==> config.mk <==
export PLATFORM = sky130hd
export DESIGN_NAME = three_point_derivative
export DESIGN_NICKNAME = d
export VERILOG_FILES = /design/src/rtl/tpd_pkg.sv /design/src/rtl/three_point_derivative.sv
export SDC_FILE = /design/constraint.sdc
export NUM_CORES = 1
export LEC_CHECK = 0
export BUFFER_PORTS_ARGS = -buffer_cell sky130_fd_sc_hd__buf_2
export CAP_MARGIN = 20
export CORE_MARGIN = 2
export CORE_UTILIZATION = 64
export DETAILED_ROUTE_END_ITERATION = 16
export PLACE_DENSITY = 0.82
export SETUP_SLACK_MARGIN = 0.15
export SYNTH_ARGS = -nofsm -noshare
export SYNTH_HDL_FRONTEND = slang
export SYNTH_SLANG_ARGS = --single-unit
==> constraint.sdc <==
create_clock -name clk_i -period 9.7 [get_ports clk_i]
set_input_delay 0.485 -clock clk_i [delete_from_list [all_inputs] [get_ports clk_i]]
set_output_delay 0.485 -clock clk_i [all_outputs]
set_load 0.03 [all_outputs]
==> src/rtl/tpd_pkg.sv <==
// ----------------------------------------------------------------------------
// tpd_pkg
// Shared types and codes for the three-point derivative block: result
// status codes and the bit positions of the pending-slope mask.
// ----------------------------------------------------------------------------
package tpd_pkg;

  // Result status
  typedef logic [1:0] status_t;

  localparam status_t ST_OK        = 2'd0;
  localparam status_t ST_UNORDERED = 2'd1;
  localparam status_t ST_SHORT     = 2'd2;
  localparam status_t ST_SAT       = 2'd3;

  // Pending slope jobs, served lowest bit first
  localparam int JOB_W       = 3;
  localparam int JOB_FIRST   = 0;
  localparam int JOB_CENTRAL = 1;
  localparam int JOB_END     = 2;

  typedef logic [JOB_W-1:0] job_mask_t;

endpackage

==> src/rtl/three_point_derivative.sv <==
// ----------------------------------------------------------------------------
// three_point_derivative
// A slope word passes S_NUM, S_SUM, S_ABS, S_CHK, S_DIV and S_FIN, then the
// result and output registers; a status-only word goes from its sample to the
// result and output registers. Samples with no word are taken one per cycle;
// a word holds off new samples until handed on. Each slope uses the bit-serial
// restoring divider (one quotient bit per cycle) unless S_CHK saturates it
// early. An output stall holds the finished word. Reset clears the window,
// fill count, discard flag and all handshake state; no clearing pass is needed.
// ----------------------------------------------------------------------------
module three_point_derivative #(
  parameter int DATA_WIDTH = 32,
  parameter int FRAC_BITS  = 16
) (
  input  logic                         clk_i,
  input  logic                         rst_ni,
  input  logic                         in_valid_i,
  output logic                         in_ready_o,
  input  logic signed [DATA_WIDTH-1:0] sample_x_i,
  input  logic signed [DATA_WIDTH-1:0] sample_y_i,
  input  logic                         run_end_i,
  output logic                         out_valid_o,
  input  logic                         out_ready_i,
  output logic signed [DATA_WIDTH-1:0] slope_o,
  output tpd_pkg::status_t             status_o,
  output logic                         final_result_o
);
  import tpd_pkg::*;

  localparam int DW   = DATA_WIDTH;
  localparam int NW   = DATA_WIDTH + 3;             // numerator width
  localparam int MTW  = NW + FRAC_BITS;             // scaled dividend width
  localparam int HW   = FRAC_BITS + 2;              // dividend bits above quotient
  localparam int CW   = (HW > DW) ? HW : DW;        // compare width
  localparam int CNTW = $clog2(DATA_WIDTH + 2);

  localparam logic [DW:0]   LIM_POS = {2'b00, {(DW-1){1'b1}}};
  localparam logic [DW:0]   LIM_NEG = {2'b01, {(DW-1){1'b0}}};
  localparam logic [DW-1:0] SAT_POS = {1'b0, {(DW-1){1'b1}}};
  localparam logic [DW-1:0] SAT_NEG = {1'b1, {(DW-1){1'b0}}};

  typedef enum logic [6:0] {
    S_IDLE = 7'b0000001,
    S_NUM  = 7'b0000010,
    S_SUM  = 7'b0000100,
    S_ABS  = 7'b0001000,
    S_CHK  = 7'b0010000,
    S_DIV  = 7'b0100000,
    S_FIN  = 7'b1000000
  } state_e;

  // Emit state, apart from the main state: E_WAIT holds a finished word for the output register
  typedef enum logic [1:0] {
    E_NONE = 2'b01,
    E_WAIT = 2'b10
  } emit_e;

  // Control state
  state_e                  state_q, state_d;
  emit_e                   emit_q, emit_d;
  job_mask_t               pending_q, pending_d;
  logic [1:0]              fill_q, fill_d;
  logic                    discard_q, discard_d;
  logic signed [DW-1:0]    wx0_q, wx1_q, wx2_q, wx0_d, wx1_d, wx2_d;
  logic signed [DW-1:0]    wy0_q, wy1_q, wy2_q, wy0_d, wy1_d, wy2_d;
  logic                    out_valid_q, out_valid_d;
  logic [CNTW-1:0]         cnt_q, cnt_d;

  // Datapath registers
  logic signed [NW-1:0]    a_q, a_d, b_q, b_d, num_q, num_d;
  logic                    sub_q, sub_d;
  logic [DW-1:0]           span_q, span_d;
  logic                    neg_q, neg_d;
  logic [NW-1:0]           mag_q, mag_d;
  logic [DW-1:0]           rem_q, rem_d;
  logic [DW:0]             quo_q, quo_d;
  logic [DW-1:0]           res_slope_q, res_slope_d;
  status_t                 res_status_q, res_status_d;
  logic                    res_fin_q, res_fin_d;
  logic [DW-1:0]           out_slope_q, out_slope_d;
  status_t                 out_status_q, out_status_d;
  logic                    out_fin_q, out_fin_d;

  // Combinational helpers
  logic                    accept;
  logic                    unordered;
  logic [1:0]              fill_inc;
  job_mask_t               cur_job;
  logic signed [NW-1:0]    y0e, y1e, y2e;
  logic signed [DW:0]      span_full;
  logic [MTW-1:0]          dvd;
  logic [HW-1:0]           h_w;
  logic [CW-1:0]           h_ext, d_ext;
  logic [DW:0]             trial, trial_diff, lim;
  logic                    ge;
  logic                    out_free;

  assign in_ready_o     = (state_q == S_IDLE) && (emit_q == E_NONE);
  assign accept         = in_valid_i && in_ready_o;
  assign out_valid_o    = out_valid_q;
  assign slope_o        = out_slope_q;
  assign status_o       = out_status_q;
  assign final_result_o = out_fin_q;
  assign out_free       = !out_valid_q || out_ready_i;

  // Lowest pending job is served first
  always_comb begin
    if (pending_q[JOB_FIRST]) begin
      cur_job = job_mask_t'(1 << JOB_FIRST);
    end else if (pending_q[JOB_CENTRAL]) begin
      cur_job = job_mask_t'(1 << JOB_CENTRAL);
    end else begin
      cur_job = job_mask_t'(1 << JOB_END);
    end
  end

  assign unordered = (fill_q != 2'd0) && (sample_x_i < wx2_q);
  assign fill_inc  = (fill_q == 2'd3) ? 2'd3 : fill_q + 2'd1;

  assign y0e       = {{3{wy0_q[DW-1]}}, wy0_q};
  assign y1e       = {{3{wy1_q[DW-1]}}, wy1_q};
  assign y2e       = {{3{wy2_q[DW-1]}}, wy2_q};
  assign span_full = {wx2_q[DW-1], wx2_q} - {wx0_q[DW-1], wx0_q};

  // Scaled dividend: bits above the quotient window and the serial part
  assign dvd   = MTW'(mag_q) << FRAC_BITS;
  assign h_w   = dvd[MTW-1:DW+1];
  assign h_ext = CW'(h_w);
  assign d_ext = CW'(span_q);

  // One restoring step per cycle
  assign trial      = {rem_q, quo_q[DW]};
  assign trial_diff = trial - {1'b0, span_q};
  assign ge         = (trial >= {1'b0, span_q});
  assign lim        = neg_q ? LIM_NEG : LIM_POS;

  // Next-state logic
  always_comb begin
    state_d      = state_q;
    emit_d       = emit_q;
    pending_d    = pending_q;
    fill_d       = fill_q;
    discard_d    = discard_q;
    wx0_d        = wx0_q;
    wx1_d        = wx1_q;
    wx2_d        = wx2_q;
    wy0_d        = wy0_q;
    wy1_d        = wy1_q;
    wy2_d        = wy2_q;
    out_valid_d  = out_valid_q && !out_ready_i;
    cnt_d        = cnt_q;
    a_d          = a_q;
    b_d          = b_q;
    sub_d        = sub_q;
    num_d        = num_q;
    span_d       = span_q;
    neg_d        = neg_q;
    mag_d        = mag_q;
    rem_d        = rem_q;
    quo_d        = quo_q;
    res_slope_d  = res_slope_q;
    res_status_d = res_status_q;
    res_fin_d    = res_fin_q;
    out_slope_d  = out_slope_q;
    out_status_d = out_status_q;
    out_fin_d    = out_fin_q;

    // Hand a finished word to the output register
    if (emit_q == E_WAIT && out_free) begin
      out_valid_d  = 1'b1;
      out_slope_d  = res_slope_q;
      out_status_d = res_status_q;
      out_fin_d    = res_fin_q;
      pending_d    = pending_q & ~cur_job;
      emit_d       = E_NONE;
      state_d      = (pending_d != '0) ? S_NUM : S_IDLE;
    end

    case (state_q)
      S_IDLE: begin
        if (accept) begin
          if (discard_q) begin
            // Dropping the tail of a bad run
            if (run_end_i) begin
              discard_d = 1'b0;
              fill_d    = 2'd0;
            end
          end else if (unordered) begin
            res_slope_d  = '0;
            res_status_d = ST_UNORDERED;
            res_fin_d    = 1'b1;
            pending_d    = '0;
            fill_d       = 2'd0;
            discard_d    = !run_end_i;
            emit_d       = E_WAIT;
          end else begin
            wx0_d = wx1_q;
            wx1_d = wx2_q;
            wx2_d = sample_x_i;
            wy0_d = wy1_q;
            wy1_d = wy2_q;
            wy2_d = sample_y_i;
            if (fill_inc != 2'd3) begin
              if (run_end_i) begin
                res_slope_d  = '0;
                res_status_d = ST_SHORT;
                res_fin_d    = 1'b1;
                pending_d    = '0;
                fill_d       = 2'd0;
                emit_d       = E_WAIT;
              end else begin
                fill_d = fill_inc;
              end
            end else begin
              pending_d              = '0;
              pending_d[JOB_FIRST]   = (fill_q == 2'd2);
              pending_d[JOB_CENTRAL] = 1'b1;
              pending_d[JOB_END]     = run_end_i;
              fill_d                 = run_end_i ? 2'd0 : 2'd3;
              state_d                = S_NUM;
            end
          end
        end
      end

      // Partial terms of the numerator, and the spacing
      S_NUM: begin
        span_d = span_full[DW-1:0];
        if (cur_job[JOB_FIRST]) begin
          a_d   = (y1e <<< 2) - y2e;
          b_d   = y0e + (y0e <<< 1);
          sub_d = 1'b1;
        end else if (cur_job[JOB_CENTRAL]) begin
          a_d   = y2e - y0e;
          b_d   = '0;
          sub_d = 1'b0;
        end else begin
          a_d   = y0e - (y1e <<< 2);
          b_d   = y2e + (y2e <<< 1);
          sub_d = 1'b0;
        end
        state_d = S_SUM;
      end

      S_SUM: begin
        num_d   = sub_q ? (a_q - b_q) : (a_q + b_q);
        state_d = S_ABS;
      end

      // Sign and magnitude
      S_ABS: begin
        neg_d   = num_q[NW-1];
        mag_d   = num_q[NW-1] ? (~num_q + 1'b1) : num_q;
        state_d = S_CHK;
      end

      // Early saturation: zero spacing, or quotient too wide
      S_CHK: begin
        res_fin_d = cur_job[JOB_END];
        if (span_q == '0 && mag_q == '0) begin
          res_slope_d  = '0;
          res_status_d = ST_SAT;
          emit_d       = E_WAIT;
          state_d      = S_FIN;
        end else if (h_ext >= d_ext) begin
          res_slope_d  = neg_q ? SAT_NEG : SAT_POS;
          res_status_d = ST_SAT;
          emit_d       = E_WAIT;
          state_d      = S_FIN;
        end else begin
          rem_d   = h_ext[DW-1:0];
          quo_d   = dvd[DW:0];
          cnt_d   = '0;
          state_d = S_DIV;
        end
      end

      // One quotient bit per cycle
      S_DIV: begin
        rem_d = ge ? trial_diff[DW-1:0] : trial[DW-1:0];
        quo_d = {quo_q[DW-1:0], ge};
        cnt_d = cnt_q + 1'b1;
        if (cnt_q == CNTW'(DATA_WIDTH)) begin
          state_d = S_FIN;
        end
      end

      // Range limit and sign; then wait for the output register
      S_FIN: begin
        if (emit_q == E_NONE && state_d == S_FIN) begin
          if (quo_q > lim) begin
            res_slope_d  = neg_q ? SAT_NEG : SAT_POS;
            res_status_d = ST_SAT;
          end else begin
            res_slope_d  = neg_q ? (~quo_q[DW-1:0] + 1'b1) : quo_q[DW-1:0];
            res_status_d = ST_OK;
          end
          emit_d = E_WAIT;
        end
      end

      default: begin
        state_d = S_IDLE;
      end
    endcase
  end

  // Control registers
  always_ff @(posedge clk_i or negedge rst_ni) begin
    if (!rst_ni) begin
      state_q     <= S_IDLE;
      emit_q      <= E_NONE;
      pending_q   <= '0;
      fill_q      <= 2'd0;
      discard_q   <= 1'b0;
      wx0_q       <= '0;
      wx1_q       <= '0;
      wx2_q       <= '0;
      wy0_q       <= '0;
      wy1_q       <= '0;
      wy2_q       <= '0;
      out_valid_q <= 1'b0;
      cnt_q       <= '0;
    end else begin
      state_q     <= state_d;
      emit_q      <= emit_d;
      pending_q   <= pending_d;
      fill_q      <= fill_d;
      discard_q   <= discard_d;
      wx0_q       <= wx0_d;
      wx1_q       <= wx1_d;
      wx2_q       <= wx2_d;
      wy0_q       <= wy0_d;
      wy1_q       <= wy1_d;
      wy2_q       <= wy2_d;
      out_valid_q <= out_valid_d;
      cnt_q       <= cnt_d;
    end
  end

  // Datapath registers
  always_ff @(posedge clk_i) begin
    a_q          <= a_d;
    b_q          <= b_d;
    sub_q        <= sub_d;
    num_q        <= num_d;
    span_q       <= span_d;
    neg_q        <= neg_d;
    mag_q        <= mag_d;
    rem_q        <= rem_d;
    quo_q        <= quo_d;
    res_slope_q  <= res_slope_d;
    res_status_q <= res_status_d;
    res_fin_q    <= res_fin_d;
    out_slope_q  <= out_slope_d;
    out_status_q <= out_status_d;
    out_fin_q    <= out_fin_d;
  end

endmodule
==> results.yml <==
synth:
  synth-simple-area-share: 0.139
  synth-compound-area-share: 0.193
  synthDistinctLibCells: 83
  syn_avg_cell_area_um2: 9.50
  synth_top_family_by_area: "compound AO/OA/AOI/OAI gates"
  ys_async_sr_fraction: 0.410
  synth_xor_area_frac: 0.0683
  yosys.area.top_type_share: 0.255
  synth_area_leaders: "edfxtp_1 (26%), dfrtp_1 (15%), ha_1 (12%), xnor2_1 (5.0%), a21oi_1 (4.3%)"
  synthFlopType: "edfxtp_1"
  synth_top_cell_by_area: "edfxtp_1"
  synthAdderAreaFrac: 0.122
  ys_warn_count: 0
  synth_edf_count: 308
  syn_inst: 3818
  synth_seq_cells: 522
  syn_area_um2: 36300
  syn_nets: 4236
  ys_seq_area_frac: 0.403
  synthMuxAreaShare: 0.0328
clock_tree:
  cts_tree: "done"
  clockBufferDepth: 3
  numClockSinks: 522
  htreeDepth: 2
  cts_root_buf: "clkbuf_16"
  clk_pin_slew_ns: 0.06
  cts_made_buffers: 54
  postCtsSetupRepairBufs: 0
  clk_latency_ns: 0.63
  cts_resized: 0
setup_path:
  ff2ff_path_depth: 15
  critPathKind: "reg2reg"
  r2r_slack_ns: 4.26
  path_max_fanout: 90
  critical_path_arrival_ns: 5.95
  startpoint_type: "register"
  worstReg2RegEnd: "wy0_q[0]$_DFFE_PN0P_"
  r2r-start: "wx2_q[15]$_DFFE_PN0P_"
  cp-end-kind: "register"
  required_ns: 10.21
timing:
  slew_viol_final: 0
  finalSetupViolations: 0
  fin_tns_setup_ns: 0
  period_share: 0.561
  hold_viol: 0
  rsz0062_at_grt: "no"
  worst_slew_pin_slew_ns: 1.02
  fmax_mhz: 184
  skew_ns: 0.0170
  worst_slack_ns: 4.26
  max_slew_margin: 0.318
  period_needed_ns: 5.44
min_path:
  holdPathEnd: "wy2_q[9]$_DFFE_PN0P_"
  hp-class: "in2reg"
  hold_start: "sample_y_i[9]"
  min_path_cells: 3
die:
  dieArea_um2: 58600
  die_h_um: 242
  die_w_um: 242
  initial_core_util: 0.646
  rows: 87
  ios: 106
  design.core.area_um2: 56200
pwr:
  leakage_nw: 16.3
  p_total_w: 0.0146
  peakVddDrop_mv: 0.297
  pwr_density_cell_nw_per_um2: 371
global_route:
  grtUsageTotal: 0.282
  grt_pass1_wl_um: 137000
  grt_pass1_vias: 27918
  grt_max_degree: 91
  grt-ovfl-total: 0
  antenna_found_initial: 0
drt:
  drtAntennaViolNets: 0
  firstDrtPassIters: 6
  drt-vias-per-instance: 6.19
  via_count: 29015
  first_iter_violations: 2079
  drc: 0
  routedWlPerCell_um: 17.8
  wl_um: 83600
finish:
  final_cell_mix: "ha_1 (342), a21oi_1 (312), edfxtp_1 (308)"
  syn2layout_area_growth_pct: 8.70
  layout-drive-gt1-share: 0.0763
  mostFrequentLayoutCell: "ha_1"
  regArea_um2: 14600
  n_fill_cell: 4357
  n_antenna_cell: 0
  multi_input_area_um2: 20200
  fin_nets: 4304
  stdcell_count: 4687
  stdcell_area_um2: 39400
placement:
  dpl.cell_count: 4583
  dp_slack_ns: 4.21
  numPortBuffers: 105
  gp_congestion: 0.940
  hpwl_um: 61200
  placed_area_um2: 37500
flow_run:
  maxCapViolCount: 0
outcome:
  status: "finished clean"
per-stage QoR:
stage | hold slack (ns) | utilization
2_1_floorplan | 0.189 | -
3_3_place_gp | 0.402 | 0.668
3_5_place_dp | 0.405 | 0.668
4_1_cts | 0.0568 | 0.701
5_1_grt | 0.0858 | 0.702
6_report | 0.0734 | 0.702
kinds of logic after synthesis:
logic type,Yosys count
compound gates,1126
xor+xnor,283
fa+ha+maj,349
buf+inv,403
flops,522
mux,114
simple gates,1021
power by group:
part	internal, W	total, W	switching [W]
combinational	0.00361	0.00881	0.00520
sequential	0.00322	0.00369	0.000464
clock	0.00123	0.00213	0.000907
total	0.00806	0.0146	0.00657
repair_timing:
action,4_1_cts,5_1_grt
hold endpoints to repair,55,0
hold buffers,1,0
endpoints found under the setup margin,0,0
cell usage after synthesis (all sizes together), types with 75 or more instances:
cell      n
mux2i    75
clkbuf  109
nand2   244
dfrtp   212
a21o    138
inv     277
nor2    222
ha      342
o21ai   309
a21oi   313
edfxtp  308
xnor2   208
xor2     75
nand3   174
worst max-delay path, cell delays in order (launching register included):
cell     delay, ns
dfrtp_1       0.38
inv_1         0.07
ha_1          0.29
nand4_1       0.14
or2_2         0.33
o21a_1        0.17
o31ai_1       0.06
o21ai_0       0.22
a21oi_1       0.23
o21a_1        0.31
nor2_1        0.26
nor2_4        0.12
buf_4         0.70
buf_4         0.82
buf_4         0.67
mux2_2        0.41
layout make-up:
type | count | area share
Multi-Input combinational cell | 2893 | 0.512
Sequential cell | 522 | 0.371
Clock buffer | 67 | 0.0358
Inverter | 277 | 0.0264
Tap cell | 756 | 0.0240
Timing Repair Buffer | 138 | 0.0209
Clock inverter | 34 | 0.0101
state kept, by name, summed over array words and instances (netlist names), 33 cells and up:
register and cells:
b_q 34, num_q 35, mag_q 35, quo_q 33
a_q 35
per-layer routing:
metal / GRT usage / wire (µm)
met4: 0.0971 / 2680
met5: 0 / 0
met1: 0.371 / 36700
met2: 0.486 / 39900
met3: 0.0311 / 4270
worst max-delay path by stage:
stage	startpoint	endpoint	slack (ns)
3_5_place_dp	sample_x_i[15]	wy0_q[0]$_DFFE_PN0P_	4.21
3_3_place_gp	sample_x_i[15]	wy0_q[0]$_DFFE_PN0P_	4.26
5_1_grt	wx2_q[15]$_DFFE_PN0P_	wy1_q[0]$_DFFE_PN0P_	3.99
4_1_cts	wx2_q[15]$_DFFE_PN0P_	wy0_q[0]$_DFFE_PN0P_	4.36
6_report	wx2_q[15]$_DFFE_PN0P_	wy0_q[0]$_DFFE_PN0P_	4.26
2_1_floorplan	state_q[3]$_DFF_PN0_	a_q[0]$_DFFE_PP_	0.79
(Power assumes the default switching activity.)
